### config.mk
export PLATFORM = sky130hd
export DESIGN_NAME = chtlp_fifo
export DESIGN_NICKNAME = d
export VERILOG_FILES = /design/src/rtl/chtlp_pkg.sv /design/src/rtl/chtlp_fifo.sv
export SDC_FILE = /design/constraint.sdc
export NUM_CORES = 1
export LEC_CHECK = 0
export BUFFER_PORTS_ARGS = -buffer_cell sky130_fd_sc_hd__buf_4
export CORE_UTILIZATION = 30
export CTS_BUF_LIST = sky130_fd_sc_hd__clkbuf_8
export CTS_CLUSTER_SIZE = 28
export DETAILED_ROUTE_END_ITERATION = 10
export PLACE_DENSITY = 0.49
export SETUP_SLACK_MARGIN = 0.02
export SLEW_MARGIN = 20
export SYNTH_ARGS = -nofsm -noshare
export SYNTH_HDL_FRONTEND = slang
export SYNTH_SLANG_ARGS = --single-unit
export TNS_END_PERCENT = 50
### constraint.sdc
create_clock -name i_clk -period 5 [get_ports i_clk]
set_input_delay 0.25 -clock i_clk [delete_from_list [all_inputs] [get_ports i_clk]]
set_output_delay 0.25 -clock i_clk [all_outputs]
set_load 0.005 [all_outputs]
### src/rtl/chtlp_pkg.sv
// Shared types and constants for the coordinate hash table with linear probing.
package chtlp_pkg;

    // Table geometry and key layout
    localparam int TableDepthDef = 1024;
    localparam int CoordW        = 32;
    localparam int KeyW          = 2 * CoordW;
    localparam int SlotOutW      = 10;
    localparam int StatusW       = 3;
    localparam int QueueDepth    = 4;

    // Hash multipliers (golden-ratio style constants)
    localparam logic [CoordW-1:0] MulX = 32'd2654435761;
    localparam logic [CoordW-1:0] MulZ = 32'd2246822519;

    // Command codes
    typedef enum logic {
        CMD_SAVE = 1'b0,
        CMD_LOAD = 1'b1
    } t_cmd;

    // Result status codes
    typedef enum logic [StatusW-1:0] {
        STAT_INSERTED = 3'd0,
        STAT_UPDATED  = 3'd1,
        STAT_HIT      = 3'd2,
        STAT_MISS     = 3'd3,
        STAT_FULL     = 3'd4
    } t_status;

    // Probe engine states
    typedef enum logic [1:0] {
        BS_CLEAR = 2'd0,
        BS_IDLE  = 2'd1,
        BS_PROBE = 2'd2
    } t_bstate;

endpackage

### src/rtl/chtlp_fifo.sv
// Small request queue between the hash front end and the probe engine.
module chtlp_fifo #(
    parameter int WIDTH = 8,
    parameter int DEPTH = chtlp_pkg::QueueDepth
) (
    input  logic             i_clk,
    input  logic             i_rst_n,
    input  logic             i_push,
    input  logic [WIDTH-1:0] i_wdata,
    output logic             o_full,
    input  logic             i_pop,
    output logic [WIDTH-1:0] o_rdata,
    output logic             o_empty
);

    localparam int PtrW = $clog2(DEPTH);
    localparam int CntW = $clog2(DEPTH + 1);

    logic [WIDTH-1:0] r_data [DEPTH];
    logic [PtrW-1:0]  r_wptr, r_rptr;
    logic [CntW-1:0]  r_cnt;
    logic             w_push, w_pop;

    assign o_full  = (r_cnt == CntW'(DEPTH));
    assign o_empty = (r_cnt == '0);
    assign w_push  = i_push && !o_full;
    assign w_pop   = i_pop && !o_empty;
    assign o_rdata = r_data[r_rptr];

    // storage
    always_ff @(posedge i_clk) begin
        if (w_push) begin
            r_data[r_wptr] <= i_wdata;
        end
    end

    // pointers and fill count
    always_ff @(posedge i_clk) begin
        if (!i_rst_n) begin
            r_wptr <= '0;
            r_rptr <= '0;
            r_cnt  <= '0;
        end else begin
            if (w_push) begin
                r_wptr <= (r_wptr == PtrW'(DEPTH - 1)) ? '0 : r_wptr + 1'b1;
            end
            if (w_pop) begin
                r_rptr <= (r_rptr == PtrW'(DEPTH - 1)) ? '0 : r_rptr + 1'b1;
            end
            if (w_push && !w_pop) begin
                r_cnt <= r_cnt + 1'b1;
            end else if (w_pop && !w_push) begin
                r_cnt <= r_cnt - 1'b1;
            end
        end
    end

endmodule

==> flow_summary.toml, run 1 <==
[logic_synthesis]
synth_cells = 93
avgSynthCellArea_um2 = 17.5
synth-seq-cells = 41
synth_area_leader_cell = "edfxtp_1"
synth_fp_nets = 112
syn_area_um2 = 1630
yosys-top-cells-area = "edfxtp_1 59%, dfxtp_1 11%, mux4_2 11%, ha_1 4.6%, and2_1 1.9%"
ys_types = 23
yosysWarnings = 0
synth_top_area_share = 0.589
ys_seq_area_frac = 0.700

[place]
place_congestion = 0.616
hpwl_mm = 1.85
io_buffer_count = 21

[global_routing]
grt_pass1_wl_mm = 4.28
first_global_vias = 891
grt_usage = 0.111
grt_max_degree = 13
grt-ovfl-total = 0
antenna_found_initial = 0

[clock_network]
clkTransAtPathRegs_ps = 80
postCtsSetupBuffers = 0
cts_buffer_depth = 2
cts_resized = 0
cts_htree_levels = 2
cts_tree = "built"
clockRootBuffer = "clkbuf_8"
cts-buffers-inserted = 5
clk-insertion-delay-late_ps = 290
clock_sinks = 41
hold_buffers = 0

[timing]
worst_pin_slew_ps = 579
period_minus_slack_ps = 2390
rsz0062_at_grt = "no"
finalCritPeriodShare = 0.478
hold_viol_final = 0
setup_viol = 0
slew_violations = 0
slew_headroom = 0.613
fmaxAchievable_mhz = 419
fin_skew_ps = 6.21
fin_tns_setup_ps = 0

[finish]
num_antenna_cells = 0
drive_gt1_frac = 0.305
syn_to_final_growth_pct = 19.5
nets = 136
fill_cells = 480

[power]
clkPwrFrac = 0.234
ir_worst_vdd_v = 0.000133
power_mw = 0.905
powerDensity_nw_per_um2 = 464
p_int_mw = 0.663
comb_power_share = 0.250
switching_share = 0.267
p_sw_mw = 0.241
power_frac_seq = 0.515
total_leakage_power_nw = 0.703

[worst_hold_path]
worstHoldStart = "i_wdata[7]"
hold_end = "r_data[3][7]$_DFFE_PP_"
worst_hold_path.num_cells = 1
hold_path.class = "primary input to flip-flop"

[critical_path]
worst-r2r-cell-count = 8
reg2reg_to = "r_cnt[2]$_SDFFE_PN0P_"
cp_max_fo = 7
required_ps = 5200
setup.worst_path.class = "flip-flop to flip-flop"
crit_path_end_kind = "flip-flop"
r2r_setup_slack_ps = 2610
critPathArrivalTime_ps = 2590
rr_startpoint = "r_cnt[0]$_SDFFE_PN0P_"
critPathLaunchType = "flip-flop"

[route]
wl_mm = 2.71
wire_per_inst_um = 14.4
dr.first_iter.drc_count = 30
vias = 847
ant_nets = 0
vias_per_cell = 4.51
drc = 0
dr.pass1.iters = 4

[floorplan]
ioPinCount = 22
coreArea_um2 = 5170
fp.dieArea_um2 = 5730
fp.dieH_um = 75.7
initial_utilization = 0.315
rows = 26
die_width_um = 75.7

[flow_run]
maxCapViolCount = 0

[run_status]
status = "complete, no violations"
how the worst max path moves through the flow:
stage	start	end	depth (start not counted)
floorplan	r_cnt[0]$_SDFFE_PN0P_	r_cnt[2]$_SDFFE_PN0P_	7
global placement	r_cnt[0]$_SDFFE_PN0P_	r_cnt[2]$_SDFFE_PN0P_	7
detailed placement	r_cnt[0]$_SDFFE_PN0P_	r_cnt[2]$_SDFFE_PN0P_	8
CTS	r_cnt[0]$_SDFFE_PN0P_	r_cnt[2]$_SDFFE_PN0P_	8
global route	r_cnt[0]$_SDFFE_PN0P_	r_cnt[2]$_SDFFE_PN0P_	7
finish	r_cnt[0]$_SDFFE_PN0P_	r_cnt[2]$_SDFFE_PN0P_	8
layout by cell type (no fill, tap or decap), drive strengths merged:
cell and instances:
nor3b 1, nor3 1, nor2b 2, and2 5, inv 5, dfxtp 9, ha 6, o21ai 3
mux4 8, o31ai 1, mux2i 3, nand2 6, xor2 1, buf 21, fa 1, edfxtp 32
or3 1, xnor2 1, nor2 2, clkbuf 6, a21boi 1, nand3 2
metrics by stage:
stage / area, um^2 / hold slack, ps / worst slack, ps / cells / util
floorplan: 1630 / 349 / 2910 / 93 / -
global placement: 1860 / 449 / 2800 / 180 / 0.359
detailed placement: 1860 / 455 / 2610 / 180 / 0.359
CTS: 1950 / 150 / 2580 / 188 / 0.377
global route: 1950 / 146 / 2440 / 188 / 0.377
finish: 1950 / 157 / 2610 / 188 / 0.377
flip-flops by register name, summed over array words and instances (netlist names), named ones only:
signal	flops
r_rptr	2
r_cnt	3
r_wptr	2
r_data	32
power by group through the flow:
stage               logic [mW]  registers, mW  clock network, mW
floorplan                0.158          0.447                  0
global placement         0.224          0.472                  0
detailed placement       0.231          0.477                  0
CTS                      0.232          0.469              0.218
global route             0.255          0.475              0.233
finish                   0.227          0.466              0.212
cells in the mapped netlist (all sizes together):
cell type,count
nand2,6
nor2,2
o31ai,1
or3,1
dfxtp,9
inv,3
buf,3
xor2,1
o21ai,3
a21boi,1
nor3,1
fa,1
edfxtp,32
nor2b,2
clkbuf,1
xnor2,1
nand3,2
mux2i,3
mux4,8
nor3b,1
and2,5
ha,6
area by class of cell:
| class | count | area, um^2 | share of cell area |
|---|---|---|---|
| sequential | 41 | 1140 | 0.586 |
| multi-input combinational | 45 | 460 | 0.236 |
| timing repair buffer | 21 | 158 | 0.0809 |
| tap | 70 | 87.6 | 0.0450 |
| clock buffer | 6 | 82.6 | 0.0424 |
| inverter | 3 | 11.3 | 0.00578 |
| clock inverter | 2 | 7.51 | 0.00385 |
worst max-delay path, stage by stage (launching register included):
cell      delay [ps]
dfxtp_1          470
nor3b_2           90
nor2b_1          400
ha_1             270
inv_1             60
fa_1             370
xor2_1           160
or3_1            300
a21boi_0         190
layer usage:
| metal | global-route usage | share of wire |
|---|---|---|
| met1 | 0.118 | 0.41 |
| met2 | 0.194 | 0.53 |
| met3 | 0.0450 | 0.045 |
| met4 | 0.0494 | 0.017 |
| met5 | 0 | 0 |
cells by family after synthesis:
logic type / share of synthesized area
xor gates and xnor gates: 0.0107
buffers and inverters: 0.0176
adders and majority gates: 0.0583
AOI/OAI and AO/OA: 0.0184
and+or+nand+nor: 0.0660
muxes: 0.129
DFF: 0.700
Power figures use the tool's default switching activity.
==> run 2, diff against run 1 <==
clock period = 2.2 ns   (was 5 ns; I/O delays follow)
==> flow_summary.toml, run 2 (synthesis results as in run 1) <==
[run_status]
status = "complete, no violations"

[finish]
num_antenna_cells = 0
regMostFlops = "r_data"
fin_util = 0.394
syn_to_final_growth_pct = 24.9
layout.cells.most_common_list = "32 x edfxtp_1, 24 x buf_4, 8 x mux4_2"
nets = 139
drive_gt1_frac = 0.388
largest_reg_flops = 32
top_regs = "r_data x32, r_cnt x3"
final_cells = 191
layout_commonest_cell = "edfxtp_1"

[floorplan]
die_width_um = 75.7
initial_utilization = 0.315
ioPinCount = 22
coreArea_um2 = 5170
fp.dieArea_um2 = 5730
fp.dieH_um = 75.7
rows = 26

[route]
vias_per_cell = 4.37
dr.pass1.iters = 4
ant_nets = 0
dr.first_iter.drc_count = 31
wl_mm = 2.71
drc = 0
wire_per_inst_um = 14.2
vias = 835

[place]
hpwl_mm = 1.88
io_buffer_count = 21
pre_cts_ws_ps = 22.2
place_congestion = 0.682
dp_cells = 183

[clock_network]
clock_sinks = 41
cts_htree_levels = 2
clk-insertion-delay-late_ps = 290
cts-buffers-inserted = 5
clockRootBuffer = "clkbuf_8"
cts_buffer_depth = 2
clkTransAtPathRegs_ps = 80
cts_tree = "built"

[worst_hold_path]
hold_end = "r_data[3][6]$_DFFE_PP_"
hold_path.class = "primary input to flip-flop"
worst_hold_path.num_cells = 1
worstHoldStart = "i_wdata[6]"

[global_routing]
first_global_vias = 880
grt_max_degree = 14
grt-ovfl-total = 0
grt_usage = 0.116
antenna_found_initial = 0
grt_pass1_wl_mm = 4.51

[timing]
slew_violations = 0
setup_ws_ps = 211
setup_viol = 0
fmaxAchievable_mhz = 503
hold_viol_final = 0
fin_tns_setup_ps = 0
rsz0062_at_grt = "no"
finalCritPeriodShare = 0.904
fin_skew_ps = 7.85
period_minus_slack_ps = 1990
worst_pin_slew_ps = 469
slew_headroom = 0.687

[critical_path]
required_ps = 2420
worst-r2r-cell-count = 7
cp_max_fo = 5
setup.worst_path.class = "flip-flop to flip-flop"
reg2reg_to = "r_cnt[2]$_SDFFE_PN0P_"
rr_startpoint = "r_cnt[1]$_SDFFE_PN0P_"
critPathLaunchType = "flip-flop"
crit_path_end_kind = "flip-flop"
r2r_setup_slack_ps = 210
critPathArrivalTime_ps = 2210

[power]
powerDensity_nw_per_um2 = 1140
ir_worst_vdd_v = 0.000390
total_leakage_power_nw = 0.734

[flow_run]
maxCapViolCount = 0
==> run 2: area by class of cell <==
type,count,area [um^2]
Tap cell,70,87.6
Sequential cell,41,1140
Multi-Input combinational cell,45,479
Inverter,3,11.3
Clock buffer,5,68.8
Timing Repair Buffer,24,180
Clock inverter,3,65.1
Fill cell,476,3140
==> run 2: worst max-delay path by stage <==
stage / depth (start not counted) / slack (ps) / startpoint / end
final: 7 / 210 / r_cnt[1]$_SDFFE_PN0P_ / r_cnt[2]$_SDFFE_PN0P_
after global routing: 7 / 50 / r_cnt[1]$_SDFFE_PN0P_ / r_cnt[2]$_SDFFE_PN0P_
after floorplan: 7 / 110 / r_cnt[0]$_SDFFE_PN0P_ / r_cnt[2]$_SDFFE_PN0P_
after global placement: 7 / 230 / r_cnt[0]$_SDFFE_PN0P_ / r_cnt[2]$_SDFFE_PN0P_
after CTS: 7 / 60 / r_cnt[1]$_SDFFE_PN0P_ / r_cnt[2]$_SDFFE_PN0P_
after detailed placement: 7 / 20 / r_cnt[0]$_SDFFE_PN0P_ / r_cnt[2]$_SDFFE_PN0P_
==> run 2: report_power, final <==
part	internal [mW]	switching, mW	total, mW
logic	0.340	0.234	0.573
clock network	0.451	0.247	0.697
registers	0.958	0.0942	1.05
==> run 2: metal layers <==
metal  track usage  wire [um]  vias to the layer above
li1              -          -                      402
met3        0.0476        106                        2
met5             0          0                        -
met1         0.133       1180                      415
met2         0.196       1410                       16
met4        0.0432         17                        0
==> run 2: stage by stage <==
| step | instance area [um^2] | hold slack (ps) | power, mW |
|---|---|---|---|
| floorplan | 1630 | 209 | 1.38 |
| global placement | 1880 | 309 | 1.60 |
| detailed placement | 1880 | 317 | 1.63 |
| CTS | 2020 | 14.7 | 2.34 |
| global route | 2040 | 5.92 | 2.47 |
| finish | 2040 | 21.7 | 2.32 |
==> run 2: critical path, stage by stage, from the launching register on <==
cell	delay [ps]
dfxtp_2	360
o31ai_4	270
ha_2	240
inv_1	50
fa_1	370
xor2_1	170
or3_1	310
a21boi_1	140
==> run 2: repair_timing <==
item / 4_1_cts / 5_1_grt
gates cloned: 0 / 0
buffers inserted: 0 / 0
resized for setup: 1 / 7
hold buffers: 0 / 0
setup endpoints to repair: 1 / 1
==> run 3, diff against run 2 <==
BUFFER_PORTS_ARGS = -buffer_cell sky130_fd_sc_hd__buf_2   (was -buffer_cell sky130_fd_sc_hd__buf_4)
SKIP_CTS_REPAIR_TIMING = 1   (was not set)
==> flow_summary.toml, run 3 (synthesis results as in run 1) <==
[run_status]
status = "complete, no violations"

[critical_path]
worstPathCellList = "o31ai_2 -> ha_2 -> inv_1 -> fa_1 -> xor2_1 -> or3_1 -> a21boi_0"
reg2reg_to = "r_cnt[2]$_SDFFE_PN0P_"
crit_buf_inv = 1
worst-r2r-cell-count = 7
critPathArrivalTime_ps = 2300
critPathMaxStageDelay_ps = 370
r2r_setup_slack_ps = 130
rr_startpoint = "r_cnt[1]$_SDFFE_PN0P_"
cp_max_fo = 5
critPathLaunchType = "flip-flop"
worst_path_max_delay_cell = "fa_1"
crit_path_end_kind = "flip-flop"
setup.worst_path.class = "flip-flop to flip-flop"
crit_family = "adder cells"
required_ps = 2430

[clock_network]
clock_sinks = 41
cts_tree = "built"
cts-buffers-inserted = 5
cts_htree_levels = 2
clockRootBuffer = "clkbuf_8"
cts_buffer_depth = 2
clk-insertion-delay-late_ps = 300
clkTransAtPathRegs_ps = 80

[route]
wire_per_inst_um = 14.6
vias_per_cell = 4.48
vias = 852
dr.pass1.iters = 4
dr.first_iter.drc_count = 49
wl_mm = 2.78
ant_nets = 0
drc = 0

[power]
power_mw = 2.18
p_int_mw = 1.60
powerDensity_nw_per_um2 = 1110
ir_worst_vdd_v = 0.000383
p_sw_mw = 0.574
clkPwrFrac = 0.287
switching_share = 0.264
power_frac_seq = 0.489
total_leakage_power_nw = 0.698
comb_power_share = 0.223

[global_routing]
grt_pass1_wl_mm = 4.35
grt_max_degree = 14
grt-ovfl-total = 0
first_global_vias = 894
antenna_found_initial = 0
grt_usage = 0.115

[timing]
hold_viol_final = 0
slew_violations = 0
finalCritPeriodShare = 0.943
rsz0062_at_grt = "no"
slew_headroom = 0.599
fin_tns_setup_ps = 0
period_minus_slack_ps = 2070
whs_ps = 31.2
fmaxAchievable_mhz = 482
worst_pin_slew_ps = 600
fin_skew_ps = 8.90
setup_viol = 0

[floorplan]
die_width_um = 75.7
rows = 26
fp.dieArea_um2 = 5730
ioPinCount = 22
fp.dieH_um = 75.7
coreArea_um2 = 5170
initial_utilization = 0.315

[worst_hold_path]
worst_hold_path.num_cells = 1
hold_path.class = "primary input to flip-flop"
worstHoldStart = "i_wdata[0]"
hold_end = "r_data[3][0]$_DFFE_PP_"

[place]
hpwl_mm = 1.91
place_congestion = 0.688
io_buffer_count = 21

[finish]
regMostFlops = "r_data"
largest_reg_flops = 32
fill_cells = 494
layout_commonest_cell = "edfxtp_1"
layout.cells.most_common_list = "32 x edfxtp_1, 21 x buf_2, 8 x mux4_2"
num_antenna_cells = 0
nets = 138
syn_to_final_growth_pct = 19.8
drive_gt1_frac = 0.375
top_regs = "r_data x32, r_cnt x3"

[flow_run]
maxCapViolCount = 0
==> run 3: cell types whose count changed in the layout (fill, tap and decap cells not counted), sizes merged <==
cell / delta
buf: -1
bufinv: -1
clkbuf: +1
clkinv: -1
clkinvlp: +1
==> run 3: final cells by class <==
class	count	area, um^2	area share
Timing Repair Buffer	23	120	0.0615
Sequential cell	41	1140	0.586
Tap cell	70	87.6	0.0448
Clock buffer	6	82.6	0.0423
Inverter	3	11.3	0.00577
Clock inverter	2	37.5	0.0192
Multi-Input combinational cell	45	470	0.241
==> run 3: how the worst max path moves through the flow <==
| stage | to | slack, ps | depth (start not counted) | start |
|---|---|---|---|---|
| 2_1_floorplan | r_cnt[2]$_SDFFE_PN0P_ | 110 | 7 | r_cnt[0]$_SDFFE_PN0P_ |
| 3_3_place_gp | r_cnt[2]$_SDFFE_PN0P_ | 230 | 7 | r_cnt[0]$_SDFFE_PN0P_ |
| 3_5_place_dp | r_cnt[2]$_SDFFE_PN0P_ | 20 | 7 | r_cnt[0]$_SDFFE_PN0P_ |
| 4_1_cts | r_cnt[2]$_SDFFE_PN0P_ | 5 | 7 | r_cnt[0]$_SDFFE_PN0P_ |
| 5_1_grt | r_cnt[2]$_SDFFE_PN0P_ | 20 | 7 | r_cnt[1]$_SDFFE_PN0P_ |
| 6_report | r_cnt[2]$_SDFFE_PN0P_ | 130 | 7 | r_cnt[1]$_SDFFE_PN0P_ |
==> run 3: through the flow <==
stage | cells | setup WS (ps) | util | area, um^2
2_1_floorplan | 93 | 107 | - | 1630
3_3_place_gp | 182 | 231 | 0.352 | 1820
3_5_place_dp | 182 | 23.5 | 0.352 | 1820
4_1_cts | 190 | 4.76 | 0.375 | 1940
5_1_grt | 190 | 20.9 | 0.378 | 1950
6_report | 190 | 125 | 0.378 | 1950
==> run 3: routing by layer <==
layer  global-route usage  wire (um)  vias up
li1                     -          -      400
met1                0.124       1130      427
met2                0.193       1460       18
met3               0.0556        139        7
met4               0.0494         53        0
met5                    0          0        -
==> run 3: power by group through the flow <==
stage | Combinational, mW | Sequential [mW] | Clock, mW
after floorplan | 0.360 | 1.02 | 0
after global placement | 0.465 | 1.07 | 0
after detailed placement | 0.488 | 1.08 | 0
after CTS | 0.490 | 1.06 | 0.640
after global routing | 0.553 | 1.09 | 0.670
final | 0.486 | 1.06 | 0.625
==> run 3: worst register-to-register path, cell delays in order (launching register included) <==
cell and delay, ps:
dfxtp_2 360, o31ai_2 320, ha_2 260, inv_1 60, fa_1 370, xor2_1 170, or3_1 310, a21boi_0 160
