$ cat config.mk
export PLATFORM = sky130hd
export DESIGN_NAME = chtlp_front
export DESIGN_NICKNAME = d
export VERILOG_FILES = /design/src/rtl/chtlp_pkg.sv /design/src/rtl/chtlp_front.sv
export SDC_FILE = /design/constraint.sdc
export NUM_CORES = 1
export LEC_CHECK = 0
export ABC_AREA = 1
export BUFFER_PORTS_ARGS = -buffer_cell sky130_fd_sc_hd__buf_2
export CAP_MARGIN = 30
export CORE_MARGIN = 5
export CORE_UTILIZATION = 55
export DETAILED_ROUTE_END_ITERATION = 16
export GPL_ROUTABILITY_DRIVEN = 0
export MAX_ROUTING_LAYER = met4
export PLACE_DENSITY = 0.79
export SYNTH_ARGS = -nofsm -noshare
export SYNTH_HDL_FRONTEND = slang
export SYNTH_SLANG_ARGS = --single-unit
$ cat constraint.sdc
create_clock -name i_clk -period 6 [get_ports i_clk]
set_input_delay 0.9 -clock i_clk [delete_from_list [all_inputs] [get_ports i_clk]]
set_output_delay 0.9 -clock i_clk [all_outputs]
set_load 0.03 [all_outputs]
$ cat src/rtl/chtlp_pkg.sv
// Shared types and constants for the coordinate hash table with linear probing.
package chtlp_pkg;

    // Table geometry and key layout
    localparam int TableDepthDef = 1024;
    localparam int CoordW        = 32;
    localparam int KeyW          = 2 * CoordW;
    localparam int SlotOutW      = 10;
    localparam int StatusW       = 3;
    localparam int QueueDepth    = 4;

    // Hash multipliers (golden-ratio style constants)
    localparam logic [CoordW-1:0] MulX = 32'd2654435761;
    localparam logic [CoordW-1:0] MulZ = 32'd2246822519;

    // Command codes
    typedef enum logic {
        CMD_SAVE = 1'b0,
        CMD_LOAD = 1'b1
    } t_cmd;

    // Result status codes
    typedef enum logic [StatusW-1:0] {
        STAT_INSERTED = 3'd0,
        STAT_UPDATED  = 3'd1,
        STAT_HIT      = 3'd2,
        STAT_MISS     = 3'd3,
        STAT_FULL     = 3'd4
    } t_status;

    // Probe engine states
    typedef enum logic [1:0] {
        BS_CLEAR = 2'd0,
        BS_IDLE  = 2'd1,
        BS_PROBE = 2'd2
    } t_bstate;

endpackage

$ cat src/rtl/chtlp_front.sv
// Front end: accepts requests, computes the home slot and queues the request.
module chtlp_front #(
    parameter int TABLE_DEPTH = chtlp_pkg::TableDepthDef
) (
    input  logic                                   i_clk,
    input  logic                                   i_rst_n,
    input  logic                                   i_valid,
    output logic                                   o_ready,
    input  logic                                   i_cmd,
    input  logic signed [chtlp_pkg::CoordW-1:0]    i_coord_x,
    input  logic signed [chtlp_pkg::CoordW-1:0]    i_coord_z,
    input  logic                                   i_clear_busy,
    output logic                                   o_push,
    output logic [chtlp_pkg::KeyW+$clog2(TABLE_DEPTH):0] o_entry,
    input  logic                                   i_queue_full
);

    import chtlp_pkg::*;

    localparam int SlotW  = $clog2(TABLE_DEPTH);
    localparam bit IsPow2 = (TABLE_DEPTH == (1 << SlotW));
    localparam logic [CoordW-1:0] DepthQ = CoordW'(TABLE_DEPTH);
    // floor(2^32 / depth); the quotient estimate taken from it is low by at most one
    localparam logic [2*CoordW-1:0] RecipWide =
        ((2*CoordW)'(1) << CoordW) / (2*CoordW)'(TABLE_DEPTH);
    localparam logic [CoordW-1:0] Recip    = RecipWide[CoordW-1:0];
    localparam logic [1:0]        LastStep = 2'd2;

    // stage A: input register
    logic              r_a_valid, r_a_cmd;
    logic [CoordW-1:0] r_a_x, r_a_z;
    // stage B: products
    logic              r_b_valid, r_b_cmd;
    logic [CoordW-1:0] r_b_x, r_b_z, r_b_hx, r_b_hz;
    // stage C: slot reduction
    logic              r_c_valid, r_c_cmd, r_c_run;
    logic [CoordW-1:0] r_c_x, r_c_z, r_c_val, r_c_quo;
    logic [SlotW:0]    r_c_rem;
    logic [1:0]        r_c_cnt;

    logic                w_a_adv, w_a_free, w_b_adv, w_b_free, w_c_free, w_accept;
    logic [CoordW-1:0]   w_hx, w_hz, w_hash;
    logic [2*CoordW-1:0] w_prod;
    logic [CoordW-1:0]   w_diff, w_red;

    // handshake through the pipeline
    assign o_push   = r_c_valid && !r_c_run && !i_queue_full;
    assign w_c_free = !r_c_valid || o_push;
    assign w_b_adv  = r_b_valid && w_c_free;
    assign w_b_free = !r_b_valid || w_b_adv;
    assign w_a_adv  = r_a_valid && w_b_free;
    assign w_a_free = !r_a_valid || w_a_adv;
    assign o_ready  = w_a_free && !i_clear_busy;
    assign w_accept = i_valid && o_ready;

    // low halves of the two hash products
    assign w_hx   = r_a_x * MulX;
    assign w_hz   = r_a_z * MulZ;
    assign w_hash = r_b_hx ^ r_b_hz;

    // modulo by reciprocal: quotient estimate, remainder below twice the depth, one fixup
    assign w_prod = (2*CoordW)'(r_c_val) * (2*CoordW)'(Recip);
    assign w_diff = r_c_val - (r_c_quo * DepthQ);
    assign w_red  = (r_c_val >= DepthQ) ? (r_c_val - DepthQ) : r_c_val;

    assign o_entry = {r_c_cmd, r_c_x, r_c_z, r_c_rem[SlotW-1:0]};

    // valid bits
    always_ff @(posedge i_clk) begin
        if (!i_rst_n) begin
            r_a_valid <= 1'b0;
            r_b_valid <= 1'b0;
            r_c_valid <= 1'b0;
            r_c_run   <= 1'b0;
        end else begin
            if (w_accept) begin
                r_a_valid <= 1'b1;
            end else if (w_a_adv) begin
                r_a_valid <= 1'b0;
            end
            if (w_a_adv) begin
                r_b_valid <= 1'b1;
            end else if (w_b_adv) begin
                r_b_valid <= 1'b0;
            end
            if (w_b_adv) begin
                r_c_valid <= 1'b1;
                r_c_run   <= !IsPow2;
            end else begin
                if (o_push) begin
                    r_c_valid <= 1'b0;
                end
                if (r_c_run && (r_c_cnt == LastStep)) begin
                    r_c_run <= 1'b0;
                end
            end
        end
    end

    // payload registers
    always_ff @(posedge i_clk) begin
        if (w_accept) begin
            r_a_cmd <= i_cmd;
            r_a_x   <= i_coord_x;
            r_a_z   <= i_coord_z;
        end
        if (w_a_adv) begin
            r_b_cmd <= r_a_cmd;
            r_b_x   <= r_a_x;
            r_b_z   <= r_a_z;
            r_b_hx  <= w_hx;
            r_b_hz  <= w_hz;
        end
        if (w_b_adv) begin
            r_c_cmd <= r_b_cmd;
            r_c_x   <= r_b_x;
            r_c_z   <= r_b_z;
            r_c_val <= w_hash;
            r_c_cnt <= '0;
            // power-of-two depth is a plain mask, otherwise three reduction steps follow
            r_c_rem <= IsPow2 ? {1'b0, w_hash[SlotW-1:0]} : '0;
        end else if (r_c_run) begin
            case (r_c_cnt)
                2'd0:    r_c_quo <= w_prod[2*CoordW-1:CoordW];
                2'd1:    r_c_val <= w_diff;
                default: r_c_rem <= w_red[SlotW:0];
            endcase
            r_c_cnt <= r_c_cnt + 1'b1;
        end
    end

endmodule

==> metrics.csv, run 1 <==
stage;metric;value;unit
synth;ys.flop_type;edfxtp_1;
synth;syn_avg_cell_area;18.1;sq um
synth;synth-seq-cells;223;
timing;fin_skew;0.00765;ns
timing;post-route-period-util;0.680;
pwr;p_switching;0.788;mW
timing;hold_viol;0;
clock_network;post-cts-setup-buffer-count;0;
finish;antenna_cells;0;
global_route;track_usage;0.159;
route;wl_per_cell;16.5;microns
pwr;leakage;4.06;nW
timing;max_freq;245;MHz
finish;layout_commonest_cell;edfxtp_1;
synth;synth_top_area_frac;0.783;
timing;whs;0.413;ns
setup_path;startpoint_type;register;
clock_network;ctsHoldBuffers;0;
setup_path;endpoint_kind;register;
floorplanning;dieArea;17900;sq um
route;drc;0;
synth;ys_async_sr_fraction;0;
finish;fin_cells;840;
setup_path;critical_path_class;register to register;
clock_network;ctsResizeCount;0;
setup_path;critPathMaxFanout;7;
pwr;switching_share;0.223;
finish;layout_common_cells;edfxtp_1 (220), buf_2 (146), nand2_1 (66);
job;maxCapViolations;0;
pwr;powerDensity;349;nW/um^2
placed_design;io_buffers;146;
timing;timing.final.ws_setup;1.92;ns
floorplanning;die_x;134;microns
timing;tns;0;ns
run_status;status;completed;
synth;synthCells;466;
finish;multi_input_area;1580;sq um
global_route;antenna_found_initial;0;
synth;synth_top_family_by_area;adder cells;
route;drt_iter0_markers;227;
timing;slew_headroom;0.407;
floorplanning;pin_count;147;
clock_network;cts_buffers;22;
timing;tightest_slew;0.890;ns
synth;synth_simple_gate_area_share;0.0469;
synth;synth_edf_count;220;
pwr;p_seq_frac;0.512;
synth;synthAdderAreaFrac;0.108;
floorplanning;die_h;134;microns
clock_network;cts-root-buf;clkbuf_16;
route;route.vias.total;4193;
synth;synth_compound_area_frac;0.00816;
placed_design;hpwl;9.72;mm
floorplanning;row_count;45;
global_route;grt_max_degree;67;
setup_path;worstPathRequired;6.24;ns
synth;synth.distinct_cells;20;
timing;period_minus_slack;4.08;ns
timing;setup_viol;0;
floorplanning;start_util;0.557;
global_route;grt_overflow_total;0;
route;postRouteAntennaNets;0;
finish;area_delta_synth_final;20.0;%
route;routed_via_density;4.99;
synth;yosysTopAreaCell;edfxtp_1;
finish;ff_latch_area;6670;sq um
setup_path;arrival;4.32;ns
synth;ys_warn_count;0;
clock_network;cts_tree;built;
synth;synthMuxAreaShare;0;
clock_network;clock-sinks;223;
pwr;p_total;3.54;mW
min_path;min_path_type;register to register;
finish;final_nets;770;
timing;rsz0062_at_grt;no;
clock_network;path_clk_slew;0.06;ns
global_route;first_global_vias;4272;
synth;netlist_area;8440;sq um
synth;syn-num-nets;598;
pwr;power_frac_comb;0.118;
clock_network;h-tree-depth;1;
finish;drive_gt1_frac;0.279;
route;first_pass_iters;4;
placed_design;pre_cts_ws;1.91;ns
clock_network;clock_latency;0.48;ns
route;totalWireLength;13.9;mm
synth;synth-xor-area-share;0.0228;
pwr;ir_drop;0.226;mV
global_route;grt_first_pass_wirelength;21.7;mm
finish;nFillCells;1002;
clock_network;clockBufferDepth;3;
floorplanning;core-area;15100;sq um
timing;maxSlewViolCount;0;
synth;synth.area.top_cells;edfxtp_1 (78%), ha_1 (6.5%), fa_1 (4.3%), nand2_1 (2.9%), inv_1 (2.3%);
pwr;power.internal;2.75;mW
placed_design;place_inst;802;
synth;ys_seq_area_frac;0.790;
pwr;p_clk_frac;0.370;
metal layers:
layer | vias up | part of all wire | global-route usage
met5 | - | 0 | -
met4 | 0 | 0.021 | 0.0480
met3 | 23 | 0.074 | 0.0323
met2 | 128 | 0.51 | 0.268
met1 | 2036 | 0.40 | 0.197
li1 | 2006 | - | -
state kept, by name, indices dropped and copies added (netlist names), 6 cells and up:
signal   flops
r_a_x       32
r_a_z       32
r_b_hx       6
r_b_hz       9
r_b_x       32
r_b_z       32
r_c_rem     10
r_c_x       32
r_c_z       32
kinds of logic (layout without fill, tap and decap cells):
group	count (synthesis)	in the layout
xor gates and xnor gates	22	22
DFF	223	223
buffers and inverters	53	239
AOI/OAI and AO/OA	12	12
and+or+nand+nor	94	94
adders and majority gates	62	62
Yosys cell counts (all sizes together) (3+ instances only):
master,n
a21oi,9
nand2,66
xor2,17
edfxtp,220
xnor2,5
dfxtp,3
inv,52
nand3b,3
ha,44
fa,18
nand3,14
nor2,9
power groups by stage:
stage	clock network, mW	registers, mW	logic [mW]
finish	1.31	1.81	0.417
floorplan	0	1.86	0.287
detailed placement	0	1.84	0.415
global route	1.41	1.82	0.472
global placement	0	1.84	0.394
CTS	1.35	1.81	0.421
final timing paths:
check | end | cells after the start | slack, ns | start
max | r_b_hz[9] | 16 | 1.92 | r_a_z[2]
min | r_c_z[4] | 0 | 0.41 | r_b_z[4]
max reg2reg | r_b_hz[9] | 16 | 1.92 | r_a_z[2]
min reg2reg | r_c_z[4] | 0 | 0.41 | r_b_z[4]
cell type report:
type | instances | share of cell area
clock inverters | 7 | 0.00853
multi-input cells | 190 | 0.156
well taps | 188 | 0.0232
clock buffers | 31 | 0.0598
inverters | 52 | 0.0194
flip-flops and latches | 223 | 0.658
repair buffers | 149 | 0.0744
through the flow:
step | instance area (sq um) | util
final | 10100 | 0.668
after global routing | 10100 | 0.668
after CTS | 10100 | 0.668
after detailed placement | 9430 | 0.623
after global placement | 9430 | 0.623
after floorplan | 8440 | -
worst max-delay path, stage by stage, from the launching register on:
cell and delay (ns):
edfxtp_1 0.54, fa_1 0.45, inv_1 0.10, fa_1 0.39, inv_1 0.07, ha_1 0.25
fa_1 0.56, inv_1 0.06, fa_1 0.50, inv_1 0.04, ha_1 0.33, nand2_1 0.09
nor2_1 0.09, nand2_1 0.06, o211ai_1 0.11, nand3b_1 0.14, nand2_1 0.06
(Power assumes the default switching activity.)
==> run 2: changes to the inputs <==
CORE_UTILIZATION = 50   (was 55)
PLACE_DENSITY = 0.75   (was 0.79)
clock period = 3.6 ns   (was 6 ns; I/O delays follow)
==> run 2 against run 1 <==
Against the previous run:
- the flow now finishes with violations (setup timing)
- via count is 1.9% higher
- maximum frequency is 9.5% higher
- routed wire length is 2.2% higher
- register-to-register slack worse by 2.0 ns
- power is 72% higher
- clock skew is 0.00053 ns higher
- die area is 9.2% higher
- sequential cell count stayed put
- critical path depth is 2 lower
- largest cell class unchanged
==> metrics.csv, run 2 (synthesis gave the netlist of run 1 again) <==
stage;metric;value;unit;change
clock_network;cts_buffers;22;;unchanged
floorplanning;dieArea;19600;sq um;+9.2%
finish;finalInstanceArea;10600;sq um;+4.2%
placed_design;hpwl;10.1;mm;+4.3%
pwr;leakage;4.19;nW;+3.1%
finish;fin_cells;898;;+6.9%
floorplanning;die_x;140;microns;+4.5%
global_route;grt_first_pass_wirelength;22.3;mm;+2.7%
finish;drive_gt1_frac;0.358;;+0.0793
global_route;antenna_found_initial;0;;unchanged
setup_path;startpoint_type;register;;
route;route.vias.total;4272;;+1.9%
timing;maxSlewViolCount;0;;unchanged
route;first_pass_iters;4;;unchanged
global_route;grt_overflow_total;0;;unchanged
global_route;first_global_vias;4359;;+2.0%
setup_path;critPathMaxFanout;3;;-4
run_status;violations;setup timing;;
pwr;ir_drop;0.288;mV;+27%
placed_design;io_buffers;146;;unchanged
clock_network;clock-sinks;223;;unchanged
pwr;powerDensity;576;nW/um^2;+65%
route;drt_iter0_markers;159;;-30%
timing;post-route-period-util;1.04;;+0.356
run_status;status;complete, but fails checks;;
clock_network;clock_latency;0.48;ns;about the same
finish;antenna_cells;0;;unchanged
timing;hold_viol;0;;unchanged
clock_network;path_clk_slew;0.06;ns;about the same
timing;tightest_slew;0.874;ns;-0.0152 ns
route;totalWireLength;14.2;mm;+2.2%
finish;layout_common_cells;edfxtp_1 (220), buf_2 (146), nand2_1 (63);;
global_route;grt_max_degree;67;;unchanged
timing;timing.final.ws_setup;-0.129;ns;-2.05 ns
clock_network;ctsHoldBuffers;0;;unchanged
finish;area_delta_synth_final;25.1;%;
min_path;min_path_type;input port to register;;
floorplanning;pin_count;147;;unchanged
floorplanning;start_util;0.509;;-0.0483
floorplanning;core-area;16600;sq um;+9.5%
finish;nFillCells;1173;;+17%
clock_network;h-tree-depth;1;;unchanged
timing;period_minus_slack;3.73;ns;-0.353 ns
timing;setup_viol;1;;+1
floorplanning;die_h;140;microns;+4.5%
timing;rsz0062_at_grt;yes;;
setup_path;critical_path_class;register to register;;
setup_path;worstPathRequired;3.84;ns;-2.40 ns
setup_path;endpoint_kind;register;;
pwr;p_total;6.08;mW;+72%
finish;final_nets;796;;+3.4%
placed_design;dpl_cell_area;9700;sq um;+2.9%
placed_design;place_inst;857;;+6.9%
timing;fin_skew;0.00818;ns;+0.000530 ns
route;wl_per_cell;15.8;microns;-4.4%
placed_design;pre_cts_ws;-0.210;ns;-2.12 ns
finish;layout_commonest_cell;edfxtp_1;;
job;maxCapViolations;0;;unchanged
timing;max_freq;268;MHz;+9.5%
clock_network;clockBufferDepth;3;;unchanged
route;postRouteAntennaNets;0;;unchanged
setup_path;arrival;3.96;ns;-0.36 ns
finish;multi_input_area;1750;sq um;+11%
clock_network;cts_tree;built;;
global_route;track_usage;0.147;;-0.0123
clock_network;cts-root-buf;clkbuf_16;;
route;routed_via_density;4.76;;-4.7%
route;drc;0;;unchanged
floorplanning;row_count;47;;+4.4%
timing;slew_headroom;0.417;;+0.0101
finish;ff_latch_area;6670;sq um;unchanged
-- run 2: cell types whose count changed in the layout (fill, tap and decap cells not counted), sizes merged --
cell | before | now
buf | 149 | 175
clkbuf | 31 | 26
clkinv | 5 | 8
clkinvlp | 0 | 2
-- run 2: final timing paths --
check | from | endpoint | slack, ns | cells past startpoint
setup / recovery | r_a_z[3] | r_b_hz[9] | -0.13 | 14
hold / removal | i_coord_x[8] | r_a_x[8] | 0.23 | 1
setup reg to reg | r_a_z[3] | r_b_hz[9] | -0.13 | 14
hold reg to reg | r_a_x[19] | r_b_x[19] | 0.41 | 0
-- run 2: area by class of cell --
| class | count | area share |
|---|---|---|
| Multi-Input combinational cell | 190 | 0.166 |
| Tap cell | 220 | 0.0261 |
| Clock buffer | 26 | 0.0556 |
| Sequential cell | 223 | 0.632 |
| Inverter | 52 | 0.0186 |
| Timing Repair Buffer | 175 | 0.0906 |
| Clock inverter | 12 | 0.0117 |
-- run 2: worst max-delay path, stage by stage, from the launching register on --
cell,delay (ns)
edfxtp_1,0.46
fa_2,0.42
fa_1,0.45
ha_1,0.30
inv_1,0.05
fa_1,0.46
fa_1,0.52
inv_2,0.05
ha_4,0.26
nand2_2,0.05
nor2_1,0.10
nand2_1,0.07
o211ai_1,0.11
nand3b_1,0.14
nand2_1,0.06
-- run 2: power by group --
| part | internal (mW) | switching (mW) | leakage, nW |
|---|---|---|---|
| Clock | 1.31 | 0.883 | 0.343 |
| Sequential | 2.98 | 0.0329 | 2.05 |
| Combinational | 0.404 | 0.467 | 1.80 |
-- run 2: repair_timing --
item	CTS	global route
pin swaps	3	7
setup buffers	3	0
resized for setup	4	18
setup endpoints to repair	5	5
-- run 2: stage by stage --
stage	utilization	TNS [ns]	hold slack (ns)
final	0.636	-0.129	0.229
after floorplan	-	-0.00180	0.400
after global placement	0.585	-0.106	0.400
after CTS	0.631	-0.279	0.208
after detailed placement	0.585	-0.331	0.405
after global routing	0.636	-0.374	0.207
-- run 2: routing by layer --
layer | global-route usage | vias to the layer above | part of all wire
met2 | 0.257 | 111 | 0.53
met4 | 0.0337 | 0 | 0.014
met1 | 0.180 | 2078 | 0.39
met3 | 0.0256 | 16 | 0.060
met5 | - | - | 0
li1 | - | 2067 | -
==> run 3: changes to the inputs <==
CORE_UTILIZATION = 45   (was 50)
PLACE_DENSITY = 0.69   (was 0.75)
==> run 3 against run 2 <==
Against the previous run:
- the flow still finishes with violations (setup timing)
- routed wire length shrank 0.88%
- clock power shrank 4%
- clock skew grew 0.0022 ns
- design area shrank 0.30%
- global-route usage shrank 1.1 points
- register-to-register slack gained 0.02 ns
- largest power group unchanged
==> metrics.csv, run 3 (synthesis gave the netlist of run 1 again) <==
stage;metric;value;unit;change
floorplanning;core-area;18600;sq um;+12%
timing;tightest_slew;0.927;ns;+0.0529 ns
floorplanning;pin_count;147;;unchanged
clock_network;clock-sinks;223;;unchanged
finish;finalInstanceArea;10500;sq um;-0.30%
timing;whs;0.221;ns;-0.00790 ns
placed_design;hpwl;9.82;mm;-3.1%
pwr;powerDensity;573;nW/um^2;-0.66%
setup_path;reg2reg_slack;-0.11;ns;+0.02 ns
global_route;first_global_vias;4498;;+3.2%
min_path;min-delay-start;i_coord_z[16];;
pwr;leakage;4.18;nW;-0.18%
min_path;whs_endpoint;r_a_z[16];;
floorplanning;dieArea;21600;sq um;+10%
pwr;p_total;6.02;mW;-0.95%
route;route.vias.total;4260;;-0.28%
run_status;status;complete, but fails checks;;
floorplanning;start_util;0.454;;-0.0547
finish;antenna_cells;0;;unchanged
setup_path;regToRegStartpoint;r_a_z[0];;
setup_path;path_cells;fa_2 -> inv_2 -> fa_1 -> inv_2 -> ha_4 -> fa_1 -> inv_1 -> fa_1 -> inv_2 -> ha_4 -> nand2_4 -> nor2_2 -> nand2_1 -> o211ai_1 -> nand3b_1 -> nand2_1;;
timing;timing.final.ws_setup;-0.109;ns;+0.0195 ns
pwr;ir_drop;0.254;mV;-12%
floorplanning;die_x;147;microns;+5.0%
clock_network;h-tree-depth;1;;unchanged
run_status;violations;setup timing;;
placed_design;io_buffers;146;;unchanged
setup_path;worstRegToRegCells;16;;+2
route;first_pass_iters;5;;+1
route;totalWireLength;14.1;mm;-0.88%
timing;setup_viol;2;;+1
floorplanning;row_count;50;;+6.4%
global_route;antenna_found_initial;0;;unchanged
finish;layout_commonest_cell;edfxtp_1;;
route;drt_iter0_markers;176;;+11%
timing;max_freq;270;MHz;+0.53%
timing;fin_skew;0.0104;ns;+0.00225 ns
setup_path;max_stage_delay;0.49;ns;-0.03 ns
route;routed_via_density;4.68;;-1.7%
timing;post-route-period-util;1.03;;-0.00543
timing;slew_headroom;0.382;;-0.0353
placed_design;pre_cts_ws;-0.137;ns;+0.0732 ns
clock_network;cts_tree;built;;
floorplanning;die_h;147;microns;+5.0%
setup_path;worstPathRequired;3.85;ns;about the same
timing;maxSlewViolCount;0;;unchanged
timing;period_minus_slack;3.71;ns;-0.0195 ns
global_route;grt_overflow_total;0;;unchanged
finish;area_delta_synth_final;24.7;%;
setup_path;reg2reg_to;r_b_hz[9];;
setup_path;arrival;3.95;ns;about the same
timing;hold_viol;0;;unchanged
setup_path;endpoint_kind;register;;
setup_path;startpoint_type;register;;
setup_path;crit_family;adder cells;;
clock_network;cts-root-buf;clkbuf_16;;
setup_path;path_buf_inv;4;;+2
global_route;track_usage;0.136;;-0.0111
job;maxCapViolations;0;;unchanged
finish;layout_common_cells;edfxtp_1 (220), buf_2 (146), nand2_1 (65);;
setup_path;crit_path_start;r_a_z[0];;
setup_path;critical_path_class;register to register;;
setup_path;slowest_stage;edfxtp_1;;
global_route;grt_max_degree;73;;+9.0%
min_path;min_path_type;input port to register;;
route;drc;0;;unchanged
clock_network;clock_latency;0.49;ns;about the same
timing;rsz0062_at_grt;yes;;
clock_network;clockBufferDepth;3;;unchanged
placed_design;dpl_cell_area;9710;sq um;about the same
clock_network;cts_buffers;23;;+4.5%
setup_path;critPathMaxFanout;4;;+1
global_route;grt_first_pass_wirelength;22.9;mm;+2.6%
clock_network;path_clk_slew;0.06;ns;about the same
route;wl_per_cell;15.4;microns;-2.3%
finish;final_nets;797;;+0.13%
finish;drive_gt1_frac;0.346;;-0.0128
route;postRouteAntennaNets;0;;unchanged
min_path;hold_depth;1;;unchanged
-- run 3: cell types whose count changed in the layout (fill, tap and decap cells not counted), moves of 2 or more --
cell      before  now
ha_1          31   34
nand2_2        3    0
clkinv_1       2    4
ha_2           2    0
inv_1         42   44
inv_2          9    7
nand2_1       63   65
-- run 3: worst max path at each step --
stage	end	slack (ns)	depth (start not counted)
2_1_floorplan	r_b_hz[9]	-0.002	16
3_3_place_gp	r_b_hz[9]	-0.08	14
3_5_place_dp	r_b_hz[9]	-0.14	14
4_1_cts	r_b_hz[9]	-0.10	14
5_1_grt	r_b_hz[9]	-0.27	16
6_report	r_b_hz[9]	-0.11	16
-- run 3: what timing repair did --
| action | in CTS | in global routing |
|---|---|---|
| hold buffers | 0 | 0 |
| gates cloned | 0 | 0 |
| pin swaps | 1 | 7 |
| buffers inserted | 1 | 5 |
| gates resized for setup | 2 | 13 |
| endpoints found under the setup margin | 2 | 5 |
-- run 3: layer usage --
layer / vias to the layer above / track usage / wire length [microns]
met5: - / - / 0
met4: 0 / 0.0308 / 202
met2: 124 / 0.226 / 6990
met3: 22 / 0.0284 / 885
li1: 2064 / - / -
met1: 2050 / 0.173 / 5980
-- run 3: stage by stage --
step / TNS, ns / std cells / util
2_1_floorplan: -0.00180 / 466 / -
5_1_grt: -0.493 / 911 / 0.566
4_1_cts: -0.145 / 906 / 0.559
3_5_place_dp: -0.169 / 868 / 0.523
3_3_place_gp: -0.0751 / 868 / 0.523
6_report: -0.137 / 911 / 0.566
-- run 3: layout make-up --
cell class / count / area, sq um
Timing Repair Buffer: 175 / 965
Tap cell: 234 / 293
Sequential cell: 223 / 6670
Multi-Input combinational cell: 190 / 1730
Clock buffer: 25 / 583
Clock inverter: 12 / 90.1
Inverter: 52 / 196
Fill cell: 1430 / 8060
-- run 3: power breakdown --
part           internal [mW]  switching (mW)
sequential              2.98          0.0325
combinational          0.428           0.465
clock                   1.23           0.883
